--- config.mk ---
export PLATFORM = sky130hd
export DESIGN_NAME = lru_stack_page_replacement_core_flat
export DESIGN_NICKNAME = d
export VERILOG_FILES = /design/src/design/lrus_pkg.sv /design/src/design/lrus_if.sv /design/src/design/lrus_cell.sv /design/src/design/lru_stack_page_replacement_core.sv /design/src/flat_wrapper.sv
export VERILOG_INCLUDE_DIRS = /design/src /design/src/design
export SDC_FILE = /design/constraint.sdc
export NUM_CORES = 1
export LEC_CHECK = 0
export ABC_AREA = 1
export BUFFER_PORTS_ARGS = -buffer_cell sky130_fd_sc_hd__buf_2
export CAP_MARGIN = 20
export CORE_ASPECT_RATIO = 0.5
export CORE_MARGIN = 2
export CORE_UTILIZATION = 48
export CTS_CLUSTER_DIAMETER = 40
export CTS_CLUSTER_SIZE = 16
export DETAILED_ROUTE_END_ITERATION = 10
export PLACE_DENSITY = 0.73
export SLEW_MARGIN = 20
export SYNTH_ARGS = -nofsm -noshare
export SYNTH_HDL_FRONTEND = slang
export SYNTH_HIERARCHICAL = 1
export SYNTH_SLANG_ARGS = --single-unit
export TNS_END_PERCENT = 5
--- constraint.sdc ---
create_clock -name i_clk -period 6.3 [get_ports i_clk]
set_input_delay 0.315 -clock i_clk [delete_from_list [all_inputs] [get_ports i_clk]]
set_output_delay 0.315 -clock i_clk [all_outputs]
set_load 0.05 [all_outputs]
--- src/design/lru_stack_page_replacement_core_assert.svh ---
// ----------------------------------------------------------------------------
// LRU stack assertion macros
// Concurrent assertion wrappers; they expand to nothing when SYNTH is defined.
// ----------------------------------------------------------------------------
`ifndef LRU_STACK_PAGE_REPLACEMENT_CORE_ASSERT_SVH
`define LRU_STACK_PAGE_REPLACEMENT_CORE_ASSERT_SVH

`ifndef SYNTH
// Checked only outside reset
`define LRUS_ASSERT(lbl, clk, rst_n, prop) \
    lbl: assert property (@(posedge clk) disable iff (!rst_n) prop) \
        else $error("lru stack assertion failed");
// Checked on every edge, reset included
`define LRUS_ASSERT_ALWAYS(lbl, clk, prop) \
    lbl: assert property (@(posedge clk) prop) \
        else $error("lru stack assertion failed");
`else
`define LRUS_ASSERT(lbl, clk, rst_n, prop)
`define LRUS_ASSERT_ALWAYS(lbl, clk, prop)
`endif

`endif

--- src/design/lrus_pkg.sv ---
// ----------------------------------------------------------------------------
// lrus_pkg
// Shared types and constants of the LRU stack page replacement core.
// ----------------------------------------------------------------------------
package lrus_pkg;

    // Frame limit register
    localparam int unsigned CFG_W = 5;
    localparam logic [CFG_W-1:0] FRAMES_RESET = 5'd4;

    // Replacement counter
    localparam int unsigned COUNT_W = 32;

    // Per-item control broadcast to every cell
    typedef struct packed {
        logic load;      // item accepted this cycle
        logic hit_mode;  // shift above the hit, else shift up to the bound
    } t_cell_ctrl;

endpackage

--- src/design/lrus_if.sv ---
// ----------------------------------------------------------------------------
// lrus_if
// Valid/ready channels for page references and replacement results.
// ----------------------------------------------------------------------------
interface lrus_ref_if #(
    parameter int unsigned PAGE_BITS = 16
);
    logic                 valid;
    logic                 ready;
    logic [PAGE_BITS-1:0] page;
    logic                 last_ref;

    modport source (output valid, output page, output last_ref, input ready);
    modport sink   (input valid, input page, input last_ref, output ready);
endinterface

interface lrus_res_if #(
    parameter int unsigned PAGE_BITS = 16
);
    logic                 valid;
    logic                 ready;
    logic                 hit;
    logic                 evicted_valid;
    logic [PAGE_BITS-1:0] evicted_page;
    logic [31:0]          replacements;
    logic                 trace_done;

    modport source (output valid, output hit, output evicted_valid,
                    output evicted_page, output replacements,
                    output trace_done, input ready);
    modport sink   (input valid, input hit, input evicted_valid,
                    input evicted_page, input replacements,
                    input trace_done, output ready);
endinterface

--- src/design/lrus_cell.sv ---
// ----------------------------------------------------------------------------
// lrus_cell
// One stack slot: holds a page, compares it with the reference and takes
// the page of the slot above when the stack shifts down.
// ----------------------------------------------------------------------------
module lrus_cell #(
    parameter int unsigned IDX       = 0,
    parameter int unsigned PAGE_BITS = 16,
    parameter int unsigned OCC_W     = 5,
    parameter int unsigned IDX_W     = 4
) (
    input  logic                  i_clk,
    input  lrus_pkg::t_cell_ctrl  i_ctrl,
    input  logic [PAGE_BITS-1:0]  i_query,
    input  logic [PAGE_BITS-1:0]  i_prev_page,
    input  logic [IDX_W-1:0]      i_bound,
    input  logic [OCC_W-1:0]      i_occ,
    input  logic                  i_match_below,
    output logic                  o_match_below,
    output logic [PAGE_BITS-1:0]  o_page
);
    import lrus_pkg::*;

    localparam logic [OCC_W-1:0] IDX_OCC = OCC_W'(IDX);
    localparam logic [IDX_W-1:0] IDX_B   = IDX_W'(IDX);

    logic [PAGE_BITS-1:0] r_page;
    logic                 w_resident;
    logic                 w_match;
    logic                 w_shift;

    // Resident slot matching the reference; OR down the chain from below
    assign w_resident    = (IDX_OCC < i_occ);
    assign w_match       = w_resident && (r_page == i_query);
    assign o_match_below = w_match || i_match_below;

    // Shift on a hit if the hit is at or below this slot, else up to the bound
    assign w_shift = i_ctrl.load &&
                     (i_ctrl.hit_mode ? o_match_below : (IDX_B <= i_bound));

    always_ff @(posedge i_clk) begin
        if (w_shift) begin
            r_page <= i_prev_page;
        end
    end

    assign o_page = r_page;

endmodule

--- src/design/lru_stack_page_replacement_core.sv ---
// ----------------------------------------------------------------------------
// lru_stack_page_replacement_core
// LRU page stack as a chain of cells, most recent page on top, with a
// saturating replacement counter and a registered result.
//
//  channel     dir  handshake     payload
//  i_req       in   valid/ready   page, last_ref
//  o_rsp       out  valid/ready   hit, evicted_valid, evicted_page,
//                                 replacements, trace_done
//  i_cfg_we    in   write strobe  i_cfg_wdata = frames_in_use
//
//  One reference per cycle while the result register can take it: all cells
//  compare at once, the stack shifts at the accepting edge, and the result is in the next cycle.
//  The single result register bounds throughput: a new reference is taken
//  whenever it is empty or being drained in the same cycle.
//  Synchronous active-low reset empties the stack, clears the count and
//  sets the frame limit to 4. No clearing pass is needed.
//  A reference marked last_ref empties the stack and count after it.
// ----------------------------------------------------------------------------
`include "lru_stack_page_replacement_core_assert.svh"

module lru_stack_page_replacement_core #(
    parameter int unsigned MAX_FRAMES = 16,
    parameter int unsigned PAGE_BITS  = 16
) (
    input  logic                         i_clk,
    input  logic                         i_rst_n,
    lrus_ref_if.sink                     i_req,
    lrus_res_if.source                   o_rsp,
    input  logic                         i_cfg_we,
    input  logic [lrus_pkg::CFG_W-1:0]   i_cfg_wdata
);
    import lrus_pkg::*;

    localparam int unsigned OCC_W = $clog2(MAX_FRAMES + 1);
    localparam int unsigned IDX_W = (MAX_FRAMES > 1) ? $clog2(MAX_FRAMES) : 1;
    localparam int unsigned LIM_W = ((OCC_W > CFG_W) ? OCC_W : CFG_W) + 1;

    // Configuration and stack state
    logic [CFG_W-1:0]   r_frames;
    logic [OCC_W-1:0]   r_occ,   n_occ;
    logic [COUNT_W-1:0] r_count, n_count;

    // Result register
    logic                 r_out_valid;
    logic                 r_hit, r_ev_valid, r_done;
    logic [PAGE_BITS-1:0] r_ev_page;
    logic [COUNT_W-1:0]   r_out_count;

    logic                 w_accept;
    logic [LIM_W-1:0]     w_cfg_ext;
    logic [OCC_W-1:0]     w_limit;
    logic [IDX_W-1:0]     w_bottom;
    logic                 w_hit, w_cold, w_evict;
    logic [IDX_W-1:0]     w_bound;
    t_cell_ctrl           w_ctrl;

    logic [PAGE_BITS-1:0] w_page  [MAX_FRAMES+1];
    logic                 w_below [MAX_FRAMES+1];

    // Handshake: the result register frees up when drained
    assign i_req.ready = !r_out_valid || o_rsp.ready;
    assign w_accept    = i_req.valid && i_req.ready;

    // Frame limit clamped to 1..MAX_FRAMES
    assign w_cfg_ext = LIM_W'(r_frames);
    always_comb begin
        priority if (w_cfg_ext == '0) begin
            w_limit = OCC_W'(1);
        end else if (w_cfg_ext > LIM_W'(MAX_FRAMES)) begin
            w_limit = OCC_W'(MAX_FRAMES);
        end else begin
            w_limit = OCC_W'(w_cfg_ext);
        end
    end
    assign w_bottom = IDX_W'(w_limit - OCC_W'(1));

    // Classify the reference
    assign w_hit   = w_below[0];
    assign w_cold  = !w_hit && (r_occ < w_limit);
    assign w_evict = !w_hit && !w_cold;
    assign w_bound = w_cold ? IDX_W'(r_occ) : w_bottom;

    assign w_ctrl.load     = w_accept;
    assign w_ctrl.hit_mode = w_hit;

    // Cell chain: slot 0 takes the reference, each slot feeds the next one
    assign w_page[0]           = i_req.page;
    assign w_below[MAX_FRAMES] = 1'b0;

    for (genvar g = 0; g < MAX_FRAMES; g++) begin : g_cell
        lrus_cell #(
            .IDX       (g),
            .PAGE_BITS (PAGE_BITS),
            .OCC_W     (OCC_W),
            .IDX_W     (IDX_W)
        ) u_cell (
            .i_clk         (i_clk),
            .i_ctrl        (w_ctrl),
            .i_query       (i_req.page),
            .i_prev_page   (w_page[g]),
            .i_bound       (w_bound),
            .i_occ         (r_occ),
            .i_match_below (w_below[g+1]),
            .o_match_below (w_below[g]),
            .o_page        (w_page[g+1])
        );
    end

    // Occupancy and saturating count
    always_comb begin
        n_occ   = r_occ;
        n_count = r_count;
        if (w_cold) begin
            n_occ = r_occ + OCC_W'(1);
        end else if (w_evict) begin
            n_occ = w_limit;
            if (r_count != '1) begin
                n_count = r_count + COUNT_W'(1);
            end
        end
    end

    // Control state
    always_ff @(posedge i_clk) begin
        if (!i_rst_n) begin
            r_frames    <= FRAMES_RESET;
            r_occ       <= '0;
            r_count     <= '0;
            r_out_valid <= 1'b0;
        end else begin
            if (i_cfg_we) begin
                r_frames <= i_cfg_wdata;
            end
            if (w_accept) begin
                r_out_valid <= 1'b1;
                if (i_req.last_ref) begin
                    r_occ   <= '0;
                    r_count <= '0;
                end else begin
                    r_occ   <= n_occ;
                    r_count <= n_count;
                end
            end else if (o_rsp.ready) begin
                r_out_valid <= 1'b0;
            end
        end
    end

    // Result payload; the bottom slot's page sits at chain tap w_limit
    always_ff @(posedge i_clk) begin
        if (w_accept) begin
            r_hit       <= w_hit;
            r_ev_valid  <= w_evict;
            r_ev_page   <= w_evict ? w_page[w_limit] : '0;
            r_out_count <= n_count;
            r_done      <= i_req.last_ref;
        end
    end

    assign o_rsp.valid         = r_out_valid;
    assign o_rsp.hit           = r_hit;
    assign o_rsp.evicted_valid = r_ev_valid;
    assign o_rsp.evicted_page  = r_ev_page;
    assign o_rsp.replacements  = r_out_count;
    assign o_rsp.trace_done    = r_done;

    // Checks
    `LRUS_ASSERT(a_occ_max, i_clk, i_rst_n, r_occ <= OCC_W'(MAX_FRAMES))
    `LRUS_ASSERT(a_hit_no_evict, i_clk, i_rst_n, r_out_valid |-> !(r_hit && r_ev_valid))
    `LRUS_ASSERT(a_evict_counted, i_clk, i_rst_n,
        (r_out_valid && r_ev_valid) |-> (r_out_count != '0))
    `LRUS_ASSERT(a_trace_clear, i_clk, i_rst_n,
        (w_accept && i_req.last_ref) |=> (r_occ == '0 && r_count == '0))

endmodule

--- src/flat_wrapper.sv ---
// flat-port wrapper written by rule: the top's interface ports become plain ports
module lru_stack_page_replacement_core_flat import lrus_pkg::*;
#(
    parameter int unsigned MAX_FRAMES = 16,
    parameter int unsigned PAGE_BITS  = 16
)
  (i_clk, i_rst_n, i_cfg_we, i_cfg_wdata, i_req_valid, i_req_page, i_req_last_ref, i_req_ready, o_rsp_valid, o_rsp_hit, o_rsp_evicted_valid, o_rsp_evicted_page, o_rsp_replacements, o_rsp_trace_done, o_rsp_ready);
  lrus_ref_if #(.PAGE_BITS(PAGE_BITS)) i_req_i ();
  lrus_res_if #(.PAGE_BITS(PAGE_BITS)) o_rsp_i ();
  input  logic i_clk;
  input  logic i_rst_n;
  input  logic i_cfg_we;
  input  logic [lrus_pkg::CFG_W-1:0] i_cfg_wdata;
  input wire logic [$bits(i_req_i.valid)-1:0] i_req_valid;
  input wire logic [$bits(i_req_i.page)-1:0] i_req_page;
  input wire logic [$bits(i_req_i.last_ref)-1:0] i_req_last_ref;
  output wire logic [$bits(i_req_i.ready)-1:0] i_req_ready;
  output wire logic [$bits(o_rsp_i.valid)-1:0] o_rsp_valid;
  output wire logic [$bits(o_rsp_i.hit)-1:0] o_rsp_hit;
  output wire logic [$bits(o_rsp_i.evicted_valid)-1:0] o_rsp_evicted_valid;
  output wire logic [$bits(o_rsp_i.evicted_page)-1:0] o_rsp_evicted_page;
  output wire logic [$bits(o_rsp_i.replacements)-1:0] o_rsp_replacements;
  output wire logic [$bits(o_rsp_i.trace_done)-1:0] o_rsp_trace_done;
  input wire logic [$bits(o_rsp_i.ready)-1:0] o_rsp_ready;
  assign i_req_i.valid = i_req_valid;
  assign i_req_i.page = i_req_page;
  assign i_req_i.last_ref = i_req_last_ref;
  assign i_req_ready = i_req_i.ready;
  assign o_rsp_valid = o_rsp_i.valid;
  assign o_rsp_hit = o_rsp_i.hit;
  assign o_rsp_evicted_valid = o_rsp_i.evicted_valid;
  assign o_rsp_evicted_page = o_rsp_i.evicted_page;
  assign o_rsp_replacements = o_rsp_i.replacements;
  assign o_rsp_trace_done = o_rsp_i.trace_done;
  assign o_rsp_i.ready = o_rsp_ready;
  lru_stack_page_replacement_core #(.MAX_FRAMES(MAX_FRAMES), .PAGE_BITS(PAGE_BITS)) u_core (.i_clk(i_clk), .i_rst_n(i_rst_n), .i_req(i_req_i), .o_rsp(o_rsp_i), .i_cfg_we(i_cfg_we), .i_cfg_wdata(i_cfg_wdata));
endmodule
Word-level counts from Yosys, hierarchy flattened
Index checks and enable logic that the tools add are counted.
- word-level logic and storage cells: 170
- flip-flop bits (word level): 350
- input port bits: 27
- reduce and logical (&&, ||, !) cells: 58
- equality and inequality tests: 17
- multiplexer cells: 31
- order comparisons: 35
- add/sub/neg operators: 3
- bitwise gates (word level): 1
- operator list (kind ; count):
    == test 16 bit ; 16
    2-to-1 mux 32 bit ; 4
    binary-select mux 16 bit (select 5 bit) ; 1
    less-than comparator 4 x 5 -> 1 bit, first input constant ; 8
    logical AND 1 bit ; 35
    adder 32 x 1 -> 32 bit, second input constant ; 1
    <= comparator 4 bit, first input constant ; 8
    2-to-1 mux 16 bit ; 2
    != test 32 bit, second input constant ; 1
    2-to-1 mux 5 bit ; 5
    less-than comparator 3 x 5 -> 1 bit, first input constant ; 4
    2-to-1 mux 1 bit ; 18
    <= comparator 3 x 4 -> 1 bit, first input constant ; 4
    logical OR 1 bit ; 16
    less-than comparator 1 x 5 -> 1 bit, first input constant ; 2
    less-than comparator 2 x 5 -> 1 bit, first input constant ; 2
    <= comparator 1 x 4 -> 1 bit, first input constant ; 2
    <= comparator 2 x 4 -> 1 bit, first input constant ; 2
    greater-or-equal comparator 6 bit, second input constant ; 1
    zero test 6 bit ; 1
    inverter 5 -> 6 bit ; 1
    adder 5 x 1 -> 5 bit, second input constant ; 1
    greater-than comparator 5 bit, second input constant ; 1
    less-than comparator 5 bit ; 1
    6 further kinds ; 8

Depth between registers and ports, before layout
- depth after elaboration: 24
- depth in mapped cells: 48
- gate-level depth less buffers: 48

By module
The synthesis kept the hierarchy.
- by module, submodules not included (module ; seq. area each (um2) ; times used ; cells an instance ; area each (um2)):
    lru_stack_page_replacement_core ; 2392.3 ; 1 ; 1363 ; 8603.3
    lrus_cell at u_core.g_cell[11].u_cell ... ; 480.5 ; 3 ; 84 ; 797.0
    lrus_cell at u_core.g_cell[14].u_cell ; 480.5 ; 1 ; 104 ; 855.8
    lrus_cell at u_core.g_cell[10].u_cell ; 480.5 ; 1 ; 103 ; 853.3
    lrus_cell at u_core.g_cell[8].u_cell ; 480.5 ; 1 ; 102 ; 830.8
    lrus_cell at u_core.g_cell[15].u_cell ; 480.5 ; 1 ; 92 ; 813.3
    lrus_cell at u_core.g_cell[1].u_cell ; 480.5 ; 1 ; 84 ; 807.0
    lrus_cell at u_core.g_cell[5].u_cell ; 480.5 ; 1 ; 87 ; 803.3
    lrus_cell at u_core.g_cell[7].u_cell ; 480.5 ; 1 ; 90 ; 802.0
    lrus_cell at u_core.g_cell[9].u_cell ; 480.5 ; 1 ; 84 ; 800.8
    lrus_cell at u_core.g_cell[3].u_cell ; 480.5 ; 1 ; 82 ; 794.5
    lrus_cell at u_core.g_cell[2].u_cell ; 480.5 ; 1 ; 82 ; 792.0
    lrus_cell at u_core.g_cell[6].u_cell ; 480.5 ; 1 ; 83 ; 790.8
    lrus_cell at u_core.g_cell[4].u_cell ; 480.5 ; 1 ; 81 ; 783.3
    lrus_cell at u_core.g_cell[0].u_cell ; 480.5 ; 1 ; 81 ; 775.7

Least setup slack after synthesis
Ideal clock, no wire load.
- path type: flip-flop to flip-flop
- from: reg u_core.r_occ[4]
- to: reg u_core.g_cell[11].u_cell.r_page[0] (enable)
- setup time: 0.364 ns
- clock period less this slack: 5.516 ns
- setup slack: 0.784 ns
- cell stages (with the launch flop): 44
- arrival: 5.152 ns
- cells stage by stage: dfxtp_1 > a21boi_0 > nand3_1 > nor2_1 > nand2_1 > nand2_1 > inv_1 > nand2_1 > inv_1 > nand2_1 > inv_1 > nand2_1 > inv_1 > nand2_1 > inv_1 > nand2_1 > inv_1 > nand2_1 > [... 8 more ...] > inv_1 > nand2_1 > inv_1 > nand2_1 > inv_1 > nand2_1 > inv_1 > nand2_1 > inv_1 > nand2_1 > inv_1 > nand3_1 > inv_1 > o21ai_0 > a21boi_0 > o21a_1 > nand2_1 > inv_1
- RTL lines (element ; RTL line ; text):
    start, declared ; lru_stack_page_replacement_core.sv:41 ; logic [OCC_W-1:0] r_occ, n_occ;
    start signal, assigned ; lru_stack_page_replacement_core.sv:141 ; r_occ <= n_occ;
    end signal, assigned ; lrus_cell.sv:43 ; r_page <= i_prev_page;
    end, declared ; lrus_cell.sv:27 ; logic [PAGE_BITS-1:0] r_page;

==> run_results.csv <==
group,metric,value,unit
sta,finalSetupTns,0,ns
routing,drt_iter0_drc,2044,
min_path,worstHoldPathType,"input port to register",
critical_path,cp_max_fo,16,
logic_synthesis,synth_cell_type_count,44,
critical_path,critPathArrivalTime,5.35,ns
global_routing,antenna_found_initial,0,
sta,hold_ws,0.0364,ns
final_layout,area_growth,10.7,%
logic_synthesis,synthMuxAreaShare,0,
critical_path,regToRegSetupSlack,1.12,ns
min_path,min_from,"i_cfg_we",
critical_path,worst-r2r-cell-count,48,
critical_path,r2r-end,"u_core/g_cell[14].u_cell/o_page[0]$_DFFE_PP_",
critical_path,worstPathRequired,6.47,ns
die,fp.dieW,303,um
clocking,cts_root_buffer,"clkbuf_16",
placement,hpwlAfterDp,43.6,mm
outcome,status,"finished clean",
pwr,leakage,11.1,nW
critical_path,path_common_cell,"nand2_1",
die,rows,54,
logic_synthesis,synth.net_count,2804,
final_layout,diodes,0,
clocking,htree_levels,2,
run,drv_cap,0,
final_layout,seq_area,10100,um2
logic_synthesis,synth_compound_area_frac,0.0695,
sta,worst_clock_skew,0.0378,ns
final_layout,fin_util,0.542,
final_layout,fin_area,23800,um2
critical_path,critical_path_class,"register to register",
clocking,clkTransAtPathRegs,0.07,ns
final_layout,fillCellCount,3979,
critical_path,cp-end-kind,"register",
clocking,clock-sinks,350,
global_routing,grt_pass1_wl,96.1,mm
clocking,cts_buffer_depth,3,
die,io_pins,80,
final_layout,drive_above_1_share,0.118,
die,die_h,154,um
logic_synthesis,synth-xor-area-share,0.0558,
routing,vias,18447,
clocking,cts_tree,"done",
clocking,clk-insertion-delay-late,0.57,ns
logic_synthesis,synth_area,21500,um2
logic_synthesis,synth-edff-count,307,
pwr,p_per_area,256,nW/um2
routing,ant_nets,0,
final_layout,layout_common_cells,"911 x nand2_1, 442 x inv_1, 307 x edfxtp_1",
logic_synthesis,synthSimpleGateAreaFrac,0.301,
placement,gp_congestion,0.950,
critical_path,crit_path_start_kind,"register",
logic_synthesis,yosys.area_share.adder,0.00407,
critical_path,r2r-start,"u_core/g_cell[15].u_cell/o_page[13]$_DFFE_PP_",
pwr,ir_worst_vdd,164,uV
sta,fmax,0.193,GHz
placement,place_area,22500,um2
die,initial_core_util,0.490,
routing,wl,62.7,mm
global_routing,grt_pass1_vias,16961,
logic_synthesis,synthArstFlopShare,0,
logic_synthesis,synth_top_family_by_area,"simple AND/OR/NAND/NOR gates",
min_path,holdPathEnd,"u_core/r_frames[1]$_SDFFE_PN0P_",
routing,route.detailed.drc,0,
final_layout,final_cells,3469,
sta,slew_headroom,0.355,
die,dieArea,46600,um2
critical_path,critPathMaxStageDelay,0.51,ns
min_path,hold_depth,3,
logic_synthesis,ys_seq_elements,350,
critical_path,crit_path_top_delay_cell,"inv_1",
final_layout,layout_commonest_cell,"nand2_1",
logic_synthesis,synth_area_per_cell,7.76,um2
logic_synthesis,seq_area_frac_synth,0.469,
logic_synthesis,synth_ff_type,"edfxtp_1",
routing,via_per_inst,5.32,
final_layout,final_nets,2884,
logic_synthesis,synth_cells,2770,
placement,portBuffers,79,
routing,wl_per_cell,18.1,um
pwr,finalPower,6.09,mW
placement,dpl_worst_slack,0.759,ns
clocking,cts_resized,0,
sta,period_share,0.822,
global_routing,grt_max_degree,83,
global_routing,gr-usage-all-layers,0.268,
global_routing,grt_overflow,0,
clocking,cts_hold_buf,4,
logic_synthesis,synth_warnings,6,
die,core,43800,um2
final_layout,multi_input_area,9270,um2
sta,worst_slack,1.12,ns
sta,period_needed,5.18,ns
clocking,cts_setup_buffers,0,
clocking,numCtsBuffers,39,
sta,tightest_slew,0.967,ns
sta,hold_viol,0,
sta,drv_slew,0,
sta,setup-violations-final,0,
placement,dp.cells,3393,
sta,rsz0062_at_grt,"false",
routing,firstDrtPassIters,6,
[cell families after synthesis]
logic type      Yosys count
flops                   350
xor+xnor                137
fa+ha+maj                 7
compound gates          208
other cells               1
buf+inv                 534
simple gates           1533
[Yosys cell counts, types with 30 or more instances]
library cell / count / area (um2)
nor2_1: 261 / 980
inv_1: 444 / 1670
xor2_1: 102 / 893
xnor2_1: 35 / 307
o21bai_1: 46 / 345
o211ai_1: 54 / 405
dfxtp_1: 43 / 861
nand2_1: 912 / 3420
nand2_2: 71 / 444
edfxtp_1: 307 / 9220
a21oi_2: 30 / 263
nand3_1: 224 / 1120
a21oi_1: 36 / 180
[worst max path at each step]
stage                                                              from                                      endpoint  slack, ns  cells after the start
after floorplan                            u_core/r_occ[4]$_SDFFE_PN0P_  u_core/g_cell[11].u_cell/o_page[0]$_DFFE_PP_       0.78                     43
after global placement                                    i_req_page[7]   u_core/g_cell[5].u_cell/o_page[4]$_DFFE_PP_       0.34                     47
after detailed placement                                  i_req_page[8]  u_core/g_cell[11].u_cell/o_page[0]$_DFFE_PP_       0.76                     49
after CTS                  u_core/g_cell[15].u_cell/o_page[3]$_DFFE_PP_  u_core/g_cell[11].u_cell/o_page[2]$_DFFE_PP_       1.22                     49
after global routing      u_core/g_cell[15].u_cell/o_page[11]$_DFFE_PP_  u_core/g_cell[11].u_cell/o_page[6]$_DFFE_PP_       0.47                     49
final                     u_core/g_cell[15].u_cell/o_page[13]$_DFFE_PP_  u_core/g_cell[14].u_cell/o_page[0]$_DFFE_PP_       1.12                     48
[report_power, final]
| part | total, mW | internal, mW | switching, mW |
|---|---|---|---|
| Clock | 2.30 | 1.25 | 1.05 |
| Sequential | 2.80 | 2.68 | 0.116 |
| Combinational | 0.993 | 0.272 | 0.720 |
[critical path: cells and delay by family, from the launching register on]
kind,cells,cell delay (ns)
buffers and inverters,20,2.25
and+or+nand+nor,25,1.61
AOI/OAI and AO/OA,3,0.54
DFF,1,0.42
[registers in the layout (all words and copies together), names as in the netlist]
name / flops
u_core/r_count: 32
u_core/o_rsp.hit: 1
u_core/o_rsp.trace_done: 1
u_core/g_cell.u_cell/o_page: 256
u_core/r_frames: 5
u_core/o_rsp.replacements: 32
u_core/o_rsp.evicted_page: 16
u_core/o_rsp.evicted_valid: 1
u_core/o_rsp.valid: 1
u_core/r_occ: 5
[metal layers]
layer / part of all wire / track usage
met1: 0.41 / 0.353
met2: 0.46 / 0.431
met3: 0.097 / 0.0599
met4: 0.036 / 0.0999
met5: 0 / 0
[final cells by class]
cell class | instances | share of cell area
clock buffers | 45 | 0.0428
clock inverters | 27 | 0.0108
inverters | 451 | 0.0712
multi-input cells | 1886 | 0.390
flip-flops and latches | 350 | 0.424
well taps | 588 | 0.0309
repair buffers | 122 | 0.0306
(Power assumes the default switching activity.)
